--- config.mk ---
export PLATFORM = sky130hd
export DESIGN_NAME = cube_cross_ray_direction
export DESIGN_NICKNAME = d
export VERILOG_FILES = /design/src/hdl/ccrd_pkg.sv /design/src/hdl/ccrd_classify.sv /design/src/hdl/ccrd_div_cell.sv /design/src/hdl/ccrd_pack.sv /design/src/hdl/cube_cross_ray_direction.sv
export SDC_FILE = /design/constraint.sdc
export NUM_CORES = 2
export LEC_CHECK = 0
export BUFFER_PORTS_ARGS = -buffer_cell sky130_fd_sc_hd__buf_2
export CAP_MARGIN = 30
export CORE_MARGIN = 4
export CORE_UTILIZATION = 59
export CTS_CLUSTER_SIZE = 16
export DETAILED_ROUTE_END_ITERATION = 10
export PLACE_DENSITY = 0.86
export SYNTH_ARGS = -nofsm -noshare
export SYNTH_HDL_FRONTEND = slang
export SYNTH_HIERARCHICAL = 1
export SYNTH_SLANG_ARGS = --single-unit
export TNS_END_PERCENT = 50
--- constraint.sdc ---
create_clock -name clk -period 22.6 [get_ports clk]
set_input_delay 3.39 -clock clk [delete_from_list [all_inputs] [get_ports clk]]
set_output_delay 3.39 -clock clk [all_outputs]
set_load 0.02 [all_outputs]
--- src/hdl/ccrd_pkg.sv ---
// Package of the cube cross ray direction block: widths, codes and types.
// Depends on nothing; imported by every module of the block.
`default_nettype none

package ccrd_pkg;

  localparam int REG_W       = 13;
  localparam int POS_W       = 16;
  localparam int DIR_W       = 16;
  localparam int FACE_W      = 3;
  localparam int IN_DATA_W   = 32;
  localparam int OUT_DATA_W  = 56;
  localparam int APB_DATA_W  = 32;
  localparam int APB_ADDR_W  = 3;

  localparam int COORD_FRAC_BITS_DEF = 4;
  localparam int DIR_FRAC_BITS_DEF   = 14;

  localparam logic [REG_W-1:0] WIDTH_RESET  = 13'd1024;
  localparam logic [REG_W-1:0] HEIGHT_RESET = 13'd768;

  localparam logic REG_SEL_WIDTH  = 1'b0;
  localparam logic REG_SEL_HEIGHT = 1'b1;

  localparam logic [31:0] DIV3_MUL   = 32'd43691;
  localparam int          DIV3_SHIFT = 17;

  typedef enum logic [FACE_W-1:0] {
    FACE_UP    = 3'd0,
    FACE_FRONT = 3'd1,
    FACE_DOWN  = 3'd2,
    FACE_LEFT  = 3'd3,
    FACE_RIGHT = 3'd4,
    FACE_BACK  = 3'd5,
    FACE_NONE  = 3'd6
  } face_t;

  typedef struct packed {
    face_t face;
    logic  row_neg;
    logic  row_sat;
    logic  row_zero;
    logic  col_neg;
    logic  col_sat;
    logic  col_zero;
  } ccrd_ctl_t;

endpackage

`default_nettype wire

--- src/hdl/ccrd_classify.sv ---
// Input register and face classification; prepares the two division lanes.
// Depends on ccrd_pkg.
`default_nettype none

module ccrd_classify
  import ccrd_pkg::*;
#(
  parameter int CFB = COORD_FRAC_BITS_DEF,
  parameter int DFB = DIR_FRAC_BITS_DEF
) (
  input  logic                  clk,
  input  logic                  rst,
  input  logic                  in_valid,
  output logic                  in_ready,
  input  logic [POS_W-1:0]      col_pos,
  input  logic [POS_W-1:0]      row_pos,
  input  logic [REG_W-1:0]      image_width,
  input  logic [REG_W-1:0]      image_height,
  output logic                  out_valid,
  input  logic                  out_ready,
  output ccrd_ctl_t             ctl,
  output logic [REG_W+CFB-1:0]  row_rem,
  output logic [DFB:0]          row_low,
  output logic [REG_W+CFB-1:0]  col_rem,
  output logic [DFB:0]          col_low
);

  localparam int DW   = REG_W + CFB;
  localparam int CMPW = ((DW > POS_W) ? DW : POS_W) + 3;
  localparam int NW   = CMPW + 1;
  localparam int NNW  = DW + DFB + 1;

  logic             v1;
  logic [POS_W-1:0] c1;
  logic [POS_W-1:0] r1;
  logic             ready1;
  logic             ready2;

  logic [DW-1:0]   q1b;
  logic [DW-1:0]   halfb;
  logic [DW-1:0]   t1b;
  logic [DW-1:0]   t2b;
  logic [CMPW-1:0] w3x;
  logic [CMPW-1:0] h2x;
  logic [DW-1:0]   den_w;
  logic [DW-1:0]   den_h;
  logic [31:0]     t1_prod;
  logic [31:0]     t2_prod;

  logic          mid_col;
  logic          mid_row;
  logic [CMPW-1:0] c4;
  logic [CMPW-1:0] r3;
  face_t         face;
  logic [2:0]    row_k;
  logic [2:0]    col_k;
  logic          row_flip;
  logic          col_flip;
  logic signed [NW-1:0] rnum;
  logic signed [NW-1:0] cnum;
  logic signed [NW-1:0] rnum_s;
  logic signed [NW-1:0] cnum_s;
  logic [NW-1:0]  rmag;
  logic [NW-1:0]  cmag;
  logic [NNW-1:0] rn;
  logic [NNW-1:0] cn;

  assign ready2   = !out_valid || out_ready;
  assign ready1   = !v1 || ready2;
  assign in_ready = ready1;

  assign t1_prod = 32'(image_height) * DIV3_MUL;
  assign t2_prod = 32'({image_height, 1'b0}) * DIV3_MUL;

  always_ff @(posedge clk) begin
    q1b   <= DW'(image_width >> 2) << CFB;
    halfb <= DW'(image_width >> 1) << CFB;
    t1b   <= DW'(t1_prod >> DIV3_SHIFT) << CFB;
    t2b   <= DW'(t2_prod >> DIV3_SHIFT) << CFB;
    w3x   <= (CMPW'(image_width) * CMPW'(3)) << CFB;
    h2x   <= (CMPW'(image_height) * CMPW'(2)) << CFB;
    den_w <= DW'(image_width) << CFB;
    den_h <= DW'(image_height) << CFB;
  end

  always_ff @(posedge clk) begin
    if (rst) begin
      v1 <= 1'b0;
    end else if (ready1) begin
      v1 <= in_valid;
    end
  end

  always_ff @(posedge clk) begin
    if (ready1 && in_valid) begin
      c1 <= col_pos;
      r1 <= row_pos;
    end
  end

  always_comb begin
    c4      = CMPW'(c1) << 2;
    r3      = CMPW'(r1) * CMPW'(3);
    mid_col = (CMPW'(c1) >= CMPW'(q1b)) && (CMPW'(c1) < CMPW'(halfb));
    mid_row = (CMPW'(r1) > CMPW'(t1b)) && (CMPW'(r1) < CMPW'(t2b));
    face     = FACE_NONE;
    row_k    = 3'd3;
    row_flip = 1'b1;
    col_k    = 3'd3;
    col_flip = 1'b0;
    if (mid_col && (CMPW'(r1) < CMPW'(t1b))) begin
      face     = FACE_UP;
      row_k    = 3'd1;
      row_flip = 1'b0;
    end else if (mid_col && mid_row) begin
      face = FACE_FRONT;
    end else if (mid_col && (r3 > h2x)) begin
      face  = FACE_DOWN;
      row_k = 3'd5;
    end else if ((CMPW'(c1) < CMPW'(q1b)) && mid_row) begin
      face  = FACE_LEFT;
      col_k = 3'd1;
    end else if ((CMPW'(c1) > CMPW'(halfb)) && (c4 < w3x) && mid_row) begin
      face     = FACE_RIGHT;
      col_k    = 3'd5;
      col_flip = 1'b1;
    end else if ((c4 > w3x) && mid_row) begin
      face     = FACE_BACK;
      col_k    = 3'd7;
      col_flip = 1'b1;
    end

    rnum   = $signed(NW'(r1) * NW'(6)) - $signed(NW'(den_h) * NW'(row_k));
    cnum   = $signed(NW'(c1) * NW'(8)) - $signed(NW'(den_w) * NW'(col_k));
    rnum_s = row_flip ? -rnum : rnum;
    cnum_s = col_flip ? -cnum : cnum;
    rmag   = rnum_s[NW-1] ? NW'(-rnum_s) : NW'(rnum_s);
    cmag   = cnum_s[NW-1] ? NW'(-cnum_s) : NW'(cnum_s);
    rn     = (NNW'(rmag[DW-1:0]) << DFB) + NNW'(den_h >> 1);
    cn     = (NNW'(cmag[DW-1:0]) << DFB) + NNW'(den_w >> 1);
  end

  always_ff @(posedge clk) begin
    if (rst) begin
      out_valid <= 1'b0;
    end else if (ready2) begin
      out_valid <= v1;
    end
  end

  always_ff @(posedge clk) begin
    if (ready2 && v1) begin
      ctl.face     <= face;
      ctl.row_neg  <= rnum_s[NW-1];
      ctl.row_sat  <= rmag >= NW'(den_h);
      ctl.row_zero <= rmag == '0;
      ctl.col_neg  <= cnum_s[NW-1];
      ctl.col_sat  <= cmag >= NW'(den_w);
      ctl.col_zero <= cmag == '0;
      row_rem      <= rn[NNW-1 -: DW];
      row_low      <= rn[DFB:0];
      col_rem      <= cn[NNW-1 -: DW];
      col_low      <= cn[DFB:0];
    end
  end

endmodule

`default_nettype wire

--- src/hdl/ccrd_div_cell.sv ---
// One cell of the division chain: one quotient bit for each of the two lanes.
// Depends on ccrd_pkg.
`default_nettype none

module ccrd_div_cell
  import ccrd_pkg::*;
#(
  parameter int CFB = COORD_FRAC_BITS_DEF,
  parameter int DFB = DIR_FRAC_BITS_DEF
) (
  input  logic                  clk,
  input  logic                  rst,
  input  logic                  in_valid,
  output logic                  in_ready,
  output logic                  out_valid,
  input  logic                  out_ready,
  input  logic [REG_W+CFB-1:0]  den_row,
  input  logic [REG_W+CFB-1:0]  den_col,
  input  ccrd_ctl_t             ctl_in,
  input  logic [REG_W+CFB-1:0]  row_rem_in,
  input  logic [DFB:0]          row_low_in,
  input  logic [DFB:0]          row_q_in,
  input  logic [REG_W+CFB-1:0]  col_rem_in,
  input  logic [DFB:0]          col_low_in,
  input  logic [DFB:0]          col_q_in,
  output ccrd_ctl_t             ctl_out,
  output logic [REG_W+CFB-1:0]  row_rem_out,
  output logic [DFB:0]          row_low_out,
  output logic [DFB:0]          row_q_out,
  output logic [REG_W+CFB-1:0]  col_rem_out,
  output logic [DFB:0]          col_low_out,
  output logic [DFB:0]          col_q_out
);

  localparam int DW = REG_W + CFB;

  logic          ready;
  logic [DW:0]   row_t;
  logic [DW:0]   row_d;
  logic          row_ge;
  logic [DW:0]   col_t;
  logic [DW:0]   col_d;
  logic          col_ge;

  assign ready    = !out_valid || out_ready;
  assign in_ready = ready;

  always_comb begin
    row_t  = {row_rem_in, row_low_in[DFB]};
    row_d  = row_t - {1'b0, den_row};
    row_ge = row_t >= {1'b0, den_row};
    col_t  = {col_rem_in, col_low_in[DFB]};
    col_d  = col_t - {1'b0, den_col};
    col_ge = col_t >= {1'b0, den_col};
  end

  always_ff @(posedge clk) begin
    if (rst) begin
      out_valid <= 1'b0;
    end else if (ready) begin
      out_valid <= in_valid;
    end
  end

  always_ff @(posedge clk) begin
    if (ready && in_valid) begin
      ctl_out     <= ctl_in;
      row_rem_out <= row_ge ? row_d[DW-1:0] : row_t[DW-1:0];
      row_low_out <= row_low_in << 1;
      row_q_out   <= {row_q_in[DFB-1:0], row_ge};
      col_rem_out <= col_ge ? col_d[DW-1:0] : col_t[DW-1:0];
      col_low_out <= col_low_in << 1;
      col_q_out   <= {col_q_in[DFB-1:0], col_ge};
    end
  end

endmodule

`default_nettype wire

--- src/hdl/ccrd_pack.sv ---
// Output register: applies saturation and sign, places the offsets by face.
// Depends on ccrd_pkg.
`default_nettype none

module ccrd_pack
  import ccrd_pkg::*;
#(
  parameter int DFB = DIR_FRAC_BITS_DEF
) (
  input  logic                  clk,
  input  logic                  rst,
  input  logic                  in_valid,
  output logic                  in_ready,
  input  ccrd_ctl_t             ctl,
  input  logic [DFB:0]          row_q,
  input  logic [DFB:0]          col_q,
  output logic                  out_valid,
  input  logic                  out_ready,
  output logic [OUT_DATA_W-1:0] out_data
);

  localparam logic [DFB:0] ONE_Q = (DFB+1)'(1) << DFB;

  logic                 ready;
  logic [DFB:0]         row_mag;
  logic [DFB:0]         col_mag;
  logic signed [31:0]   row_v;
  logic signed [31:0]   col_v;
  logic signed [31:0]   one_v;
  logic signed [31:0]   x;
  logic signed [31:0]   y;
  logic signed [31:0]   z;

  assign ready    = !out_valid || out_ready;
  assign in_ready = ready;

  always_comb begin
    row_mag = ctl.row_zero ? '0 : (ctl.row_sat ? ONE_Q : row_q);
    col_mag = ctl.col_zero ? '0 : (ctl.col_sat ? ONE_Q : col_q);
    row_v   = ctl.row_neg ? -$signed(32'(row_mag)) : $signed(32'(row_mag));
    col_v   = ctl.col_neg ? -$signed(32'(col_mag)) : $signed(32'(col_mag));
    one_v   = $signed(32'(ONE_Q));
    x = '0;
    y = '0;
    z = '0;
    unique case (ctl.face)
      FACE_UP: begin
        x = row_v; y = one_v; z = col_v;
      end
      FACE_FRONT: begin
        x = one_v; y = row_v; z = col_v;
      end
      FACE_DOWN: begin
        x = row_v; y = -one_v; z = col_v;
      end
      FACE_LEFT: begin
        x = col_v; y = row_v; z = -one_v;
      end
      FACE_RIGHT: begin
        x = col_v; y = row_v; z = one_v;
      end
      FACE_BACK: begin
        x = -one_v; y = row_v; z = col_v;
      end
      default: begin
        x = '0; y = '0; z = '0;
      end
    endcase
  end

  always_ff @(posedge clk) begin
    if (rst) begin
      out_valid <= 1'b0;
    end else if (ready) begin
      out_valid <= in_valid;
    end
  end

  always_ff @(posedge clk) begin
    if (ready && in_valid) begin
      out_data <= {5'd0, z[DIR_W-1:0], y[DIR_W-1:0], x[DIR_W-1:0], ctl.face};
    end
  end

endmodule

`default_nettype wire

--- src/hdl/cube_cross_ray_direction.sv ---
// Top level of the cube cross ray direction block: APB registers and the cell chain.
// Depends on ccrd_pkg, ccrd_classify, ccrd_div_cell and ccrd_pack.
//
// The block accepts one sample position per cycle unless the output stalls, and
// returns one face code and Q2.14 direction per sample, in order, through the
// classify stage, a chain of DIR_FRAC_BITS + 1 division cells and the pack stage,
// each cell producing one quotient bit of the row and column offsets; every
// stage holds its item while the output is stalled.
// Registers: image_width at byte address 0, image_height at byte address 4.
`default_nettype none

module cube_cross_ray_direction
  import ccrd_pkg::*;
#(
  parameter int COORD_FRAC_BITS = COORD_FRAC_BITS_DEF,
  parameter int DIR_FRAC_BITS   = DIR_FRAC_BITS_DEF
) (
  input  logic                  clk,
  input  logic                  rst,
  input  logic                  s_tvalid,
  output logic                  s_tready,
  input  logic [IN_DATA_W-1:0]  s_tdata,   // col_pos, row_pos
  output logic                  m_tvalid,
  input  logic                  m_tready,
  output logic [OUT_DATA_W-1:0] m_tdata,   // face_code, dir_x, dir_y, dir_z
  input  logic                  psel,
  input  logic                  penable,
  input  logic                  pwrite,
  input  logic [APB_ADDR_W-1:0] paddr,
  input  logic [APB_DATA_W-1:0] pwdata,
  output logic [APB_DATA_W-1:0] prdata,
  output logic                  pready
);

  localparam int DW    = REG_W + COORD_FRAC_BITS;
  localparam int CELLS = DIR_FRAC_BITS + 1;

  logic [REG_W-1:0] image_width;
  logic [REG_W-1:0] image_height;
  logic [DW-1:0]    den_w;
  logic [DW-1:0]    den_h;

  logic            valid   [0:CELLS];
  logic            ready   [0:CELLS];
  ccrd_ctl_t       ctl     [0:CELLS];
  logic [DW-1:0]   row_rem [0:CELLS];
  logic [DIR_FRAC_BITS:0] row_low [0:CELLS];
  logic [DIR_FRAC_BITS:0] row_q   [0:CELLS];
  logic [DW-1:0]   col_rem [0:CELLS];
  logic [DIR_FRAC_BITS:0] col_low [0:CELLS];
  logic [DIR_FRAC_BITS:0] col_q   [0:CELLS];

  assign pready = 1'b1;

  always_ff @(posedge clk) begin
    if (rst) begin
      image_width  <= WIDTH_RESET;
      image_height <= HEIGHT_RESET;
    end else if (psel && penable && pwrite) begin
      unique case (paddr[2])
        REG_SEL_WIDTH:  image_width  <= pwdata[REG_W-1:0];
        REG_SEL_HEIGHT: image_height <= pwdata[REG_W-1:0];
        default: ;
      endcase
    end
  end

  always_comb begin
    unique case (paddr[2])
      REG_SEL_WIDTH:  prdata = APB_DATA_W'(image_width);
      REG_SEL_HEIGHT: prdata = APB_DATA_W'(image_height);
      default:        prdata = '0;
    endcase
  end

  assign den_w = DW'(image_width) << COORD_FRAC_BITS;
  assign den_h = DW'(image_height) << COORD_FRAC_BITS;

  ccrd_classify #(
    .CFB (COORD_FRAC_BITS),
    .DFB (DIR_FRAC_BITS)
  ) u_classify (
    .clk          (clk),
    .rst          (rst),
    .in_valid     (s_tvalid),
    .in_ready     (s_tready),
    .col_pos      (s_tdata[POS_W-1:0]),
    .row_pos      (s_tdata[2*POS_W-1:POS_W]),
    .image_width  (image_width),
    .image_height (image_height),
    .out_valid    (valid[0]),
    .out_ready    (ready[0]),
    .ctl          (ctl[0]),
    .row_rem      (row_rem[0]),
    .row_low      (row_low[0]),
    .col_rem      (col_rem[0]),
    .col_low      (col_low[0])
  );

  assign row_q[0] = '0;
  assign col_q[0] = '0;

  for (genvar i = 0; i < CELLS; i++) begin : g_cell
    ccrd_div_cell #(
      .CFB (COORD_FRAC_BITS),
      .DFB (DIR_FRAC_BITS)
    ) u_cell (
      .clk         (clk),
      .rst         (rst),
      .in_valid    (valid[i]),
      .in_ready    (ready[i]),
      .out_valid   (valid[i+1]),
      .out_ready   (ready[i+1]),
      .den_row     (den_h),
      .den_col     (den_w),
      .ctl_in      (ctl[i]),
      .row_rem_in  (row_rem[i]),
      .row_low_in  (row_low[i]),
      .row_q_in    (row_q[i]),
      .col_rem_in  (col_rem[i]),
      .col_low_in  (col_low[i]),
      .col_q_in    (col_q[i]),
      .ctl_out     (ctl[i+1]),
      .row_rem_out (row_rem[i+1]),
      .row_low_out (row_low[i+1]),
      .row_q_out   (row_q[i+1]),
      .col_rem_out (col_rem[i+1]),
      .col_low_out (col_low[i+1]),
      .col_q_out   (col_q[i+1])
    );
  end

  ccrd_pack #(
    .DFB (DIR_FRAC_BITS)
  ) u_pack (
    .clk       (clk),
    .rst       (rst),
    .in_valid  (valid[CELLS]),
    .in_ready  (ready[CELLS]),
    .ctl       (ctl[CELLS]),
    .row_q     (row_q[CELLS]),
    .col_q     (col_q[CELLS]),
    .out_valid (m_tvalid),
    .out_ready (m_tready),
    .out_data  (m_tdata)
  );

endmodule

`default_nettype wire

==> impl_metrics.toml <==
[finish]
fin_area_sq_um = 95200
nets = 9366
syn2layout_area_growth_pct = 8.11
final_layout_size_suffix_gt1_share_pct = 10.4
fillers = 10700
stdcell_count = 10400

[worst_setup_path]
rrSetupSlack_ns = 9.37
crit_path_end_kind = "flop"
crit_path_max_fanout = 10
worstRegToRegCells = 62
endpoint = "u_classify/ctl[4]"
cp-startpoint = "u_classify/r1[0]"
crit_path_max_incr_delay_ns = 0.62
worstPathArrival_ns = 13.76
required_ns = 23.13
r2r_start = "u_classify/r1[0]"
startpoint_type = "flop"
worstReg2RegEnd = "u_classify/ctl[4]"
worstSetupPathType = "reg2reg"
cpMostUsedCell = "a21oi_1"
crit_slowest_cell = "a2111oi_4"

[sta]
fin_crit_sh_pct = 58.5
drv_slew = 0
fin_skew_ns = 0.0604
rsz0062_at_grt = "false"
fin_setup_tns_ns = 0
setup_ws_ns = 9.37
tightest_slew_ns = 0.992
min_period_ns = 13.23
relSlewSlack_pct = 33.9
finalSetupViolCount = 0
clock.fmax_ghz = 0.0756
hold_viol = 0

[clock_network]
cts_tree = "built"
post_cts_buffers = 0
clk_latency_ns = 0.80
cts_repair_resize_count = 0
cts.htree.levels = 4
ctsRootBufferMaster = "clkbuf_16"
hold_buffers = 0
cts_num_sinks = 1306
cts_buffer_depth = 3
clk_pin_slew_ns = 0.07
cts_buffers = 137

[floorplan]
die_area_sq_um = 155000
initial_utilization_pct = 59.5
fp.dieW_um = 394
core_area_sq_um = 148000
fp-row-count = 141
die_h_um = 394
ioPinCount = 165

[place]
place_area_sq_um = 90400
port_buffers = 118
hpwl_um = 157000
gp_congestion = 0.945
dpl.cell_count = 10200
pre_cts_ws_ns = 9.18

[detailed_routing]
drt-total-wl_um = 224000
vias = 66000
route.detailed.drc = 0
viasPerCell = 6.32
ant_nets = 0
wl_per_cell_um = 21.4
dr.pass1.iters = 8
drtIter0Drc = 6140

[synth]
synth_area_sq_um = 88000
synth_warnings = 6
synthCells = 8199
avgSynthCellArea_sq_um = 10.7

[grt]
grt_pass1_wl_um = 350000
overflow = 0
antenna_found_initial = 4
first_global_vias = 65500
grt_max_degree = 74
grt_usage_pct = 27.8

[hold_path]
hold_start = "g_cell[1].u_cell/row_low_out[2]"
min_path_type = "reg2reg"

[power]
power_density_nw_per_um2 = 70.9
irDropWorstVdd_v = 0.0000693
power.leakage_uw = 0.0360

[run]
drv_cap = 0

[outcome]
outcome = "completed"
## cells in the final DEF, fill, tap and decap left out, types with 50 or more instances in the layout
master and n:
edfxtp_1 1209, inv_1 896, ha_1 785, a21oi_1 684
nand2_1 445, o21ai_0 398, nor2_1 311, xnor2_1 295
mux2_2 281, a21o_1 251, xor2_1 157, conb_1 153
nand3_1 143, nor3_1 140, clkbuf_16 139, nand2b_1 129
buf_2 120, o31ai_1 114, nor2b_1 110, fa_1 108
dfxtp_1 91, nand4_1 86, o211ai_1 85, o21a_1 83
o21bai_1 80, mux2i_1 63, a211oi_1 59, a21boi_0 50
## registers in the layout, indices dropped and copies added, names as in the netlist, 16 cells and up
signal,cells
u_classify/r1,16
u_classify/row_rem,17
g_cell.u_cell/row_rem_out,238
g_cell.u_cell/col_low_out,105
g_cell.u_cell/col_rem_out,238
g_cell.u_cell/col_q_out,120
g_cell.u_cell/row_low_out,105
u_pack/out_data,51
u_classify/c1,16
g_cell.u_cell/row_q_out,120
g_cell.u_cell/ctl_out,135
## report_power, final
group / total, uW / switching [uW] / internal (uW)
Combinational: 1690 / 1020 / 667
Clock: 2300 / 1020 / 1280
Sequential: 2760 / 43.6 / 2720
## critical path, delay by kind of cell (launching register included)
family	cells	cell delay (ns)
xor+xnor	3	0.65
fa+ha+maj	8	2.89
buf+inv	2	0.22
flops	1	0.56
compound gates	38	6.84
simple gates	11	1.81
## how the worst min path moves through the flow
stage	endpoint	slack, ns	depth (start not counted)
2_1_floorplan	g_cell[0].u_cell/col_low_out[10]	0.40	0
3_5_place_dp	g_cell[0].u_cell/col_low_out[4]	0.40	0
4_1_cts	g_cell[2].u_cell/row_low_out[3]	0.37	0
3_3_place_gp	g_cell[1].u_cell/col_low_out[11]	0.40	0
6_report	g_cell[2].u_cell/row_low_out[3]	0.38	0
5_1_grt	g_cell[1].u_cell/ctl_out[2]	0.39	0
## metrics by stage
stage          util [%]  hold slack, ns  total power, uW
4_1_cts            64.2           0.374             6730
3_5_place_dp       61.1           0.405             4420
6_report           64.3           0.384             6750
2_1_floorplan         -           0.400             4050
3_3_place_gp       61.1           0.400             4370
5_1_grt            64.3           0.392             7040
## routing by layer
metal | wire [um] | vias up | global-route usage, %
met3 | 17400 | 759 | 5.03
met2 | 108000 | 3026 | 47.6
met1 | 88100 | 31700 | 34.6
li1 | - | 30500 | -
met4 | 10400 | 0 | 11.6
met5 | 0 | - | 0
## layout make-up
cell class                      instances  area [sq um]  area share, %
Tap cell                             1930          2410           2.54
Antenna cell                            4          10.0         0.0105
Clock buffer                          177          3710           3.90
Multi-Input combinational cell       5869         45300           47.6
Inverter                              913          3460           3.64
Clock inverter                         73           886          0.931
Sequential cell                      1306         38300           40.2
Timing Repair Buffer                  172          1100           1.15
(Power assumes the default switching activity.)
